File: src/rtl/cwfc_pkg.sv
// Shared types and constants for the credit window flow control block.
package cwfc_pkg;

  // Request codes
  localparam logic [2:0] REQ_GRANT   = 3'd0;
  localparam logic [2:0] REQ_CONSUME = 3'd1;
  localparam logic [2:0] REQ_TAKEALL = 3'd2;
  localparam logic [2:0] REQ_POST    = 3'd3;
  localparam logic [2:0] REQ_SEND    = 3'd4;
  localparam logic [2:0] REQ_ADV     = 3'd5;
  localparam logic [2:0] REQ_STAT    = 3'd6;

  // Register indexes (byte address = 4 * index)
  localparam logic [1:0] REG_FLOW_EN   = 2'd0;
  localparam logic [1:0] REG_PEER_DEP  = 2'd1;
  localparam logic [1:0] REG_OWN_DEP   = 2'd2;
  localparam logic [1:0] REG_NOTIFY_IV = 2'd3;

  // Running total slots
  localparam int NUM_TOTALS = 7;
  localparam logic [2:0] T_POSTED    = 3'd0;
  localparam logic [2:0] T_NOTIFIED  = 3'd1;
  localparam logic [2:0] T_POST_ERR  = 3'd2;
  localparam logic [2:0] T_RECEIVED  = 3'd3;
  localparam logic [2:0] T_CONSUMED  = 3'd4;
  localparam logic [2:0] T_RECV_ERR  = 3'd5;
  localparam logic [2:0] T_SHORTFALL = 3'd6;

  // Reset values of the registers
  localparam logic [15:0] PEER_DEP_RST  = 16'd1024;
  localparam logic [15:0] OWN_DEP_RST   = 16'd1024;
  localparam logic [15:0] NOTIFY_IV_RST = 16'd64;

  typedef logic [15:0] cnt_t;
  typedef logic [63:0] total_t;

endpackage

File: src/rtl/credit_window_flow_control.sv
// Each event is registered in the input stage, and its result in the result stage.
// One event per cycle unless out_ready stalls the result stage; the credit and total
// update is one pass of add/compare logic between the input and result registers.
// One extra event is taken into the input stage while a result waits on out_ready.
// Reset (rst_n low, synchronous): counters and all seven totals clear to zero, registers
// return to flow on, depths 1024, notify interval 64; both stages empty.
module credit_window_flow_control
  import cwfc_pkg::*;
(
  input  logic        clk,
  input  logic        rst_n,
  // input channel
  input  logic        in_valid,
  output logic        in_ready,
  input  logic [2:0]  in_req_type,
  input  logic [15:0] in_amount,
  input  logic [2:0]  in_stat_index,
  // result channel
  output logic        out_valid,
  input  logic        out_ready,
  output logic [15:0] out_result_count,
  output logic [15:0] out_credit_now,
  output logic [15:0] out_posted_now,
  output logic        out_over_depth,
  output logic        out_overflow_rejected,
  output logic        out_notify_sent,
  output logic [63:0] out_stat_value,
  // configuration port
  input  logic        psel,
  input  logic        penable,
  input  logic        pwrite,
  input  logic [3:0]  paddr,
  input  logic [31:0] pwdata,
  output logic [31:0] prdata,
  output logic        pready
);

  // Configuration registers
  logic flow_en_r;
  cnt_t peer_dep_r, own_dep_r, notify_iv_r;
  logic       cfg_wr;
  logic [1:0] cfg_idx;

  assign pready  = 1'b1;
  assign cfg_idx = paddr[3:2];
  assign cfg_wr  = psel && penable && pwrite && pready;

  always_ff @(posedge clk) begin
    if (!rst_n) begin
      flow_en_r   <= 1'b1;
      peer_dep_r  <= PEER_DEP_RST;
      own_dep_r   <= OWN_DEP_RST;
      notify_iv_r <= NOTIFY_IV_RST;
    end else if (cfg_wr) begin
      unique case (cfg_idx)
        REG_FLOW_EN:   flow_en_r   <= pwdata[0];
        REG_PEER_DEP:  peer_dep_r  <= pwdata[15:0];
        REG_OWN_DEP:   own_dep_r   <= pwdata[15:0];
        REG_NOTIFY_IV: notify_iv_r <= pwdata[15:0];
        default: ;
      endcase
    end
  end

  // Register readback
  always_comb begin
    unique case (cfg_idx)
      REG_FLOW_EN:   prdata = {31'd0, flow_en_r};
      REG_PEER_DEP:  prdata = {16'd0, peer_dep_r};
      REG_OWN_DEP:   prdata = {16'd0, own_dep_r};
      REG_NOTIFY_IV: prdata = {16'd0, notify_iv_r};
      default:       prdata = 32'd0;
    endcase
  end

  // Input stage
  logic       s1_valid_r;
  logic [2:0] s1_req_r;
  cnt_t       s1_amt_r;
  logic [2:0] s1_sidx_r;
  logic       s1_adv;
  logic       step;
  logic       out_valid_r;

  assign s1_adv   = !out_valid_r || out_ready;
  assign in_ready = !s1_valid_r || s1_adv;
  assign step     = s1_valid_r && s1_adv;

  always_ff @(posedge clk) begin
    if (!rst_n) begin
      s1_valid_r <= 1'b0;
    end else if (in_ready) begin
      s1_valid_r <= in_valid;
    end
  end

  always_ff @(posedge clk) begin
    if (in_valid && in_ready) begin
      s1_req_r  <= in_req_type;
      s1_amt_r  <= in_amount;
      s1_sidx_r <= in_stat_index;
    end
  end

  // Credit state and running totals
  cnt_t   credit_r, posted_r;
  total_t tot_r [NUM_TOTALS];

  cnt_t   credit_nxt, posted_nxt, result_nxt;
  logic   over_nxt, rej_nxt, sent_nxt;
  total_t stat_nxt;
  cnt_t   inc [NUM_TOTALS];
  logic [16:0] grant_sum, post_sum;

  assign grant_sum = {1'b0, credit_r} + {1'b0, s1_amt_r};
  assign post_sum  = {1'b0, posted_r} + {1'b0, s1_amt_r};

  // Event decode: one add/compare/clear per event
  always_comb begin
    credit_nxt = credit_r;
    posted_nxt = posted_r;
    result_nxt = '0;
    over_nxt   = 1'b0;
    rej_nxt    = 1'b0;
    sent_nxt   = 1'b0;
    stat_nxt   = '0;
    for (int i = 0; i < NUM_TOTALS; i++) inc[i] = '0;

    if (s1_req_r == REQ_STAT) begin
      if (s1_sidx_r != 3'(NUM_TOTALS)) stat_nxt = tot_r[s1_sidx_r];
    end else if (flow_en_r) begin
      case (s1_req_r)
        REQ_GRANT: begin
          if (grant_sum[16]) begin
            inc[T_RECV_ERR] = s1_amt_r;
            rej_nxt         = 1'b1;
            result_nxt      = credit_r;
          end else begin
            inc[T_RECEIVED] = s1_amt_r;
            over_nxt        = grant_sum[15:0] > peer_dep_r;
            credit_nxt      = grant_sum[15:0];
            result_nxt      = grant_sum[15:0];
          end
        end
        REQ_CONSUME: begin
          if (credit_r >= s1_amt_r) begin
            credit_nxt      = credit_r - s1_amt_r;
            inc[T_CONSUMED] = s1_amt_r;
            result_nxt      = s1_amt_r;
          end else begin
            inc[T_SHORTFALL] = s1_amt_r - credit_r;
            inc[T_CONSUMED]  = credit_r;
            credit_nxt       = '0;
            result_nxt       = credit_r;
          end
        end
        REQ_TAKEALL: begin
          inc[T_CONSUMED] = credit_r;
          credit_nxt      = '0;
          result_nxt      = credit_r;
        end
        REQ_POST: begin
          if (post_sum[16]) begin
            inc[T_POST_ERR] = s1_amt_r;
            rej_nxt         = 1'b1;
            result_nxt      = posted_r;
          end else begin
            inc[T_POSTED] = s1_amt_r;
            over_nxt      = post_sum[15:0] > own_dep_r;
            posted_nxt    = post_sum[15:0];
            result_nxt    = post_sum[15:0];
          end
        end
        REQ_SEND: begin
          // piggyback advertise once the posted count reaches the interval
          if (posted_r >= notify_iv_r) begin
            inc[T_NOTIFIED] = posted_r;
            posted_nxt      = '0;
            result_nxt      = posted_r;
            sent_nxt        = posted_r != '0;
          end
        end
        REQ_ADV: begin
          inc[T_NOTIFIED] = posted_r;
          posted_nxt      = '0;
          result_nxt      = posted_r;
        end
        default: ;
      endcase
    end
  end

  always_ff @(posedge clk) begin
    if (!rst_n) begin
      credit_r <= '0;
      posted_r <= '0;
      for (int i = 0; i < NUM_TOTALS; i++) tot_r[i] <= '0;
    end else if (step) begin
      credit_r <= credit_nxt;
      posted_r <= posted_nxt;
      for (int i = 0; i < NUM_TOTALS; i++) tot_r[i] <= tot_r[i] + {48'd0, inc[i]};
    end
  end

  // Result stage
  cnt_t   res_count_r, res_credit_r, res_posted_r;
  logic   res_over_r, res_rej_r, res_sent_r;
  total_t res_stat_r;

  always_ff @(posedge clk) begin
    if (!rst_n) begin
      out_valid_r <= 1'b0;
    end else if (s1_adv) begin
      out_valid_r <= s1_valid_r;
    end
  end

  always_ff @(posedge clk) begin
    if (step) begin
      res_count_r  <= result_nxt;
      res_credit_r <= credit_nxt;
      res_posted_r <= posted_nxt;
      res_over_r   <= over_nxt;
      res_rej_r    <= rej_nxt;
      res_sent_r   <= sent_nxt;
      res_stat_r   <= stat_nxt;
    end
  end

  assign out_valid             = out_valid_r;
  assign out_result_count      = res_count_r;
  assign out_credit_now        = res_credit_r;
  assign out_posted_now        = res_posted_r;
  assign out_over_depth        = res_over_r;
  assign out_overflow_rejected = res_rej_r;
  assign out_notify_sent       = res_sent_r;
  assign out_stat_value        = res_stat_r;

  // Checks
  a_ready_low_full: assert property (@(posedge clk) disable iff (!rst_n)
    !in_ready |-> (s1_valid_r && out_valid_r))
    else $error("input refused while a stage is free");

  a_stall_holds_s1: assert property (@(posedge clk) disable iff (!rst_n)
    (s1_valid_r && !s1_adv) |=> s1_valid_r)
    else $error("stalled event lost from input stage");

  a_flags_exclusive: assert property (@(posedge clk) disable iff (!rst_n)
    out_valid_r |-> !(res_over_r && res_rej_r))
    else $error("over-depth and overflow flagged together");

  a_sent_clears: assert property (@(posedge clk) disable iff (!rst_n)
    (out_valid_r && res_sent_r) |-> (res_posted_r == '0 && res_count_r != '0))
    else $error("notify sent without clearing a nonzero posted count");

  a_step_loads_out: assert property (@(posedge clk) disable iff (!rst_n)
    step |=> out_valid_r)
    else $error("processed event produced no result");

endmodule

File: config.mk
export PLATFORM = sky130hd
export DESIGN_NAME = credit_window_flow_control
export DESIGN_NICKNAME = d
export VERILOG_FILES = /design/src/rtl/cwfc_pkg.sv /design/src/rtl/credit_window_flow_control.sv
export SDC_FILE = /design/constraint.sdc
export NUM_CORES = 2
export LEC_CHECK = 0
export BUFFER_PORTS_ARGS = -buffer_cell sky130_fd_sc_hd__buf_2
export CORE_MARGIN = 10
export CORE_UTILIZATION = 50
export CTS_BUF_LIST = sky130_fd_sc_hd__clkbuf_8
export DETAILED_ROUTE_END_ITERATION = 8
export PLACE_DENSITY = 0.65
export SLEW_MARGIN = 5
export SYNTH_ARGS = -nofsm -noshare
export SYNTH_HDL_FRONTEND = slang
export SYNTH_SLANG_ARGS = --single-unit
File: constraint.sdc
create_clock -name clk -period 16 [get_ports clk]
set_input_delay 3.2 -clock clk [delete_from_list [all_inputs] [get_ports clk]]
set_output_delay 3.2 -clock clk [all_outputs]
set_load 0.005 [all_outputs]
* Word-level counts from Yosys, hierarchy flattened
Memory sizes are Yosys's and may differ from the RTL's. A register that Yosys moved wholly into a read port is not among the register bits.
Cells that the tools add are included.
** Word-level totals
- Logic and storage cells :: 117
- Memories :: 1
- Output and inout port bits :: 150
- Memory bits (writable) :: 448
- Flip-flop bits (word level) :: 156
** Cells by class
- Equality and inequality tests :: 10
- Bitwise logic cells :: 10
- Muxes and demuxes :: 45
- Order comparisons :: 4
- Reductions and logical operators :: 19
- Add/sub/neg operators :: 11
** Memories
- tot_r :: words 7, bits a word 64, read ports 8, clocked after memory_dff 1, write ports 7, RTL line credit_window_flow_control.sv:107 : total_t tot_r [NUM_TOTALS];
** Operators by type and width (count)
- $add A64 B16 Y64 :: 7
- $mux W64 :: 7
- $mux W16 :: 20
- $mux W112 :: 2
- $pmux W32 S4 :: 1
- $pmux W16 S3 :: 2
- $pmux W16 S6 :: 1
- $pmux W16 S2 :: 2
- $add A16 B16 Y17 :: 2
- $ge A16 B16 Y1 :: 2
- $gt A16 B16 Y1 :: 2
- $sub A16 B16 Y16 :: 2
- $reduce_bool A16 Y1 :: 1
- $reduce_and A2 Y1 :: 5
- $eq A3 B3 Y1 const B :: 3
- $mux W1 :: 8
- $or A1 B1 Y1 :: 7
- $eq A3 B2 Y1 const B :: 2
- $eq A2 B2 Y1 const B :: 2
- $logic_and A1 B1 Y1 :: 4
- $pmux W1 S2 :: 2
- $reduce_or A4 Y1 :: 1
- $eq A3 B1 Y1 const B :: 1
- $logic_not A1 Y1 :: 3
- other kinds (7) :: 10

* Depth between registers and ports, before layout
- Depth after elaboration :: 7
- Depth in mapped cells :: 24

* Worst setup path after synthesis
Ideal clock, no wire load.
- Path kind :: input to register
- From :: input out_ready
- To :: memory tot_r[0][0] (netlist name) (enable)
- Stages on the path :: 5
- Path buffers :: 2
- Path slack :: 1.513 ns
- Required time :: 12.766 ns
- Arrival time :: 11.252 ns
- Path through :: nor2b_1 > nand2b_1 > clkbuf_1 > clkbuf_1 > nand2_1
** RTL lines
- from (decl) :: RTL line credit_window_flow_control.sv:20 : input logic out_ready,
- to (decl) :: RTL line credit_window_flow_control.sv:107

* Final worst setup path
- From :: input paddr[2]
- To :: output prdata[7]
** On the way
- Longest elaborated chain between the ends :: 2
- Elaborated cells between the ends (all ways) :: 5
- Those cells by class :: 3 x eq/ne; 1 x mux; 1 x reduce/logical
** Ends and longest elaborated chain
- from (decl) :: RTL line credit_window_flow_control.sv:32 : input logic [3:0] paddr,
- $eq A2 B2 Y1, or another cell as far along :: RTL line credit_window_flow_control.sv:67 : unique case (cfg_idx)
- $pmux W32 S4 (*) :: RTL line credit_window_flow_control.sv:67
- to (decl) :: RTL line credit_window_flow_control.sv:34 : output logic [31:0] prdata,
Mark *: on every way between the ends. The rest lies on a longest branch, timed or not. The select of a mux whose other input is x is not followed.

==> results.cfg <==
[timing]
slew_headroom_pct = 13.92
fmax_ghz = 0.1301
hold_violations = 0
finClkSkew_ns = 0.06061
tightestPinTransition_ns = 1.291
fin_crit_ns = 7.687
fin_crit_sh_pct = 48.04
holdWs_ns = 0.4612
setup_tns_ns = 0
rsz0062_at_grt = no
slew_viol_final = 0
setup_viol = 0

[clocking]
cts_hold_buffers = 0
cts_resized = 0
htree_levels = 3
clock_path_buffers = 3
cts_tree = yes
post_cts_buffers = 0
cts_root_buffer = clkbuf_8
cts.sinks = 668
cts_buffers = 118
path_clk_slew_ns = 0.06
worstSkewPairLatency_ns = 0.82

[worst_setup_path]
crit_fanout = 37
r2r_start = s1_amt_r[9]
crit_start = paddr[2]
worstSetupStartpointType = input pin
end_kind = primary output
worstSetupPathType = input pin to primary output
cp_data_arrival_time_ns = 4.49
crit_required_ns = 12.80
critPathMaxStageDelay_ns = 0.48
crit_family = buffers and inverters
crit_top_cell = buf_2
crit_buf_inv = 3
cp_cell_sequence = buf_2, nor2b_1, buf_4, a22o_1, buf_2
critical-path-slowest-cell = buf_2

[global_route]
antenna_found_initial = 4
grt_pass1_vias = 36772
grt_overflow = 0
grt_max_degree = 182
track_usage_pct = 27.76
grt_pass1_wl_um = 224700

[detailed_routing]
routed_wl_um = 149000
vias = 39880
ant_nets = 0
via_per_inst = 6.443
avgRoutedWirePerCell_um = 24.08
dr.pass1.iters = 8
drtIter0Drc = 4944
drc = 0

[power_and_ir_drop]
p_int_mw = 2.970
sw_frac_of_total_pct = 29.95
power_density_nw_per_um2 = 84.94
switchingPower_mw = 1.270
clkPwrFrac_pct = 36.1
peakVddDrop_mv = 0.08095
p_seq_share_pct = 50.2
power_mw = 4.241
power_frac_comb_pct = 13.8
p_leak_nw = 18.69

[placed_design]
globalplace.congestion = 0.9604
dpl.hpwl_um = 105500
port-buffer-count = 179

[outcome]
status = finished, final reports clean

[job]
cap_violations = 0

[yosys]
synth_cell_types = 94
ys_warn_count = 0
synth_area_um2 = 45830
synth-main-ff-cell = edfxtp_1
yosys_register_bits = 668
yosysSeqAreaShare_pct = 41.96
synthCells = 4815
synth_edf_count = 585
synth_area_per_cell_um2 = 9.518
async_flop_share_pct = 0

[die]
row_count = 110
fp.coreArea_um2 = 90420
chipHeight_um = 322.8
die_w_um = 322.8
die_area_um2 = 104200
start_util_pct = 50.68
io_pins = 215

[final_layout]
drive_gt1_share_pct = 10.36
final_common_cell = edfxtp_1
nFillCells = 8187
nNetsFinal = 5218
final_cell_mix = edfxtp_1 (585), nor2_1 (471), nand2_1 (460)
areaGrowthSynthToFinish_pct = 8.927

[worst_hold_path]
hp-class = flip-flop to flip-flop
hp-start = own_dep_r[3]
-- flip-flops by register name, indices dropped and copies added (netlist names) --
register / cells
credit_r: 16
flow_en_r: 1
notify_iv_r: 16
out_credit_now: 16
out_notify_sent: 1
out_over_depth: 1
out_overflow_rejected: 1
out_posted_now: 16
out_result_count: 16
out_stat_value: 64
out_valid: 1
own_dep_r: 16
peer_dep_r: 16
posted_r: 16
s1_amt_r: 16
s1_req_r: 3
s1_sidx_r: 3
s1_valid_r: 1
tot_r: 448
-- metrics by stage --
step | worst slack (ns) | instances | cell area, µm² | utilization [%]
6_report | 8.313 | 6190 | 49920 | 55.21
5_1_grt | 7.987 | 6189 | 49920 | 55.21
4_1_cts | 8.350 | 6186 | 49910 | 55.20
3_5_place_dp | 8.346 | 5975 | 47740 | 52.80
3_3_place_gp | 8.344 | 5975 | 47740 | 52.80
2_1_floorplan | 1.513 | 4830 | 45890 | -
-- cell usage after synthesis (13+ instances only) --
library cell / number / area share, %
buf_1: 22 / 0.18
clkbuf_1: 221 / 1.8
buf_2: 14 / 0.15
and3_1: 98 / 1.3
or3_1: 120 / 1.6
nor2b_1: 33 / 0.45
edfxtp_1: 585 / 38
xnor2_1: 163 / 3.1
nor2_1: 473 / 3.9
a22o_1: 46 / 0.88
nand2_1: 462 / 3.8
a21o_1: 80 / 1.3
xor2_1: 111 / 2.1
a22oi_1: 18 / 0.29
mux2i_1: 163 / 3.6
nor3_1: 112 / 1.2
o31ai_1: 58 / 0.95
buf_4: 18 / 0.29
inv_1: 171 / 1.4
nor4_1: 83 / 1.1
nand4_1: 81 / 1.1
a41oi_1: 13 / 0.25
o21bai_1: 23 / 0.38
o2111ai_1: 13 / 0.25
nor3b_1: 14 / 0.23
nand2b_1: 22 / 0.30
a31oi_1: 22 / 0.30
o21ai_0: 259 / 2.8
and4_1: 29 / 0.55
or2_2: 19 / 0.26
a211oi_1: 27 / 0.44
o21a_1: 39 / 0.64
mux4_2: 65 / 3.2
nand3_1: 164 / 1.8
or4_1: 52 / 0.85
and2_1: 45 / 0.61
o211ai_1: 36 / 0.59
dfxtp_1: 83 / 3.6
ha_1: 223 / 6.1
a21oi_1: 333 / 3.6
-- final cells by class --
type	count	area (µm²)	share of cell area (%)
Clock inverter	89	489.2	0.9800
Multi-Input combinational cell	3715	24980	50.04
Tap cell	1176	1471	2.947
Inverter	172	653.1	1.308
Sequential cell	668	19230	38.52
Timing Repair Buffer	244	1409	2.822
Clock buffer	122	1679	3.363
Antenna cell	4	10.01	0.02005
-- cell families after synthesis --
group / Yosys count / synth area share (%)
compound gates: 1107 / 15.52
xor+xnor: 274 / 5.236
fa+ha+maj: 234 / 6.569
buf+inv: 447 / 3.847
flops: 668 / 41.96
mux: 232 / 6.852
other cells: 2 / 0.01639
simple gates: 1851 / 20.01
-- worst register-to-register path: cells and delay by family (launching register included) --
kind	cells	cell delay, ns
AO/OA/AOI/OAI	10	2.45
adder cells (fa/ha/maj)	2	1.07
buffers and inverters	2	0.56
flip-flops	1	0.60
AND/OR/NAND/NOR	5	2.75
-- path summary, 6_finish.rpt --
path              slack (ns)  depth (start not counted)      endpoint
setup reg to reg        8.35                         19  tot_r[3][53]
setup / recovery        8.31                          5     prdata[7]
hold / removal          0.46                          2  own_dep_r[3]
hold reg to reg         0.46                          2  own_dep_r[3]
-- routing by layer --
| layer | wire [µm] | track usage, % |
|---|---|---|
| met3 | 14210 | 4.658 |
| met4 | 4964 | 9.117 |
| met1 | 66450 | 41.18 |
| met2 | 63420 | 40.64 |
| met5 | 11 | 0 |
-- power by group through the flow --
stage               logic, mW  clock network, mW  registers (mW)
floorplan               0.392                  0            2.15
global placement        0.565                  0            2.15
detailed placement      0.571                  0            2.16
CTS                     0.575               1.55            2.12
global route            0.632               1.62            2.14
finish                  0.584               1.53            2.13
Power figures use the tool's default switching activity.
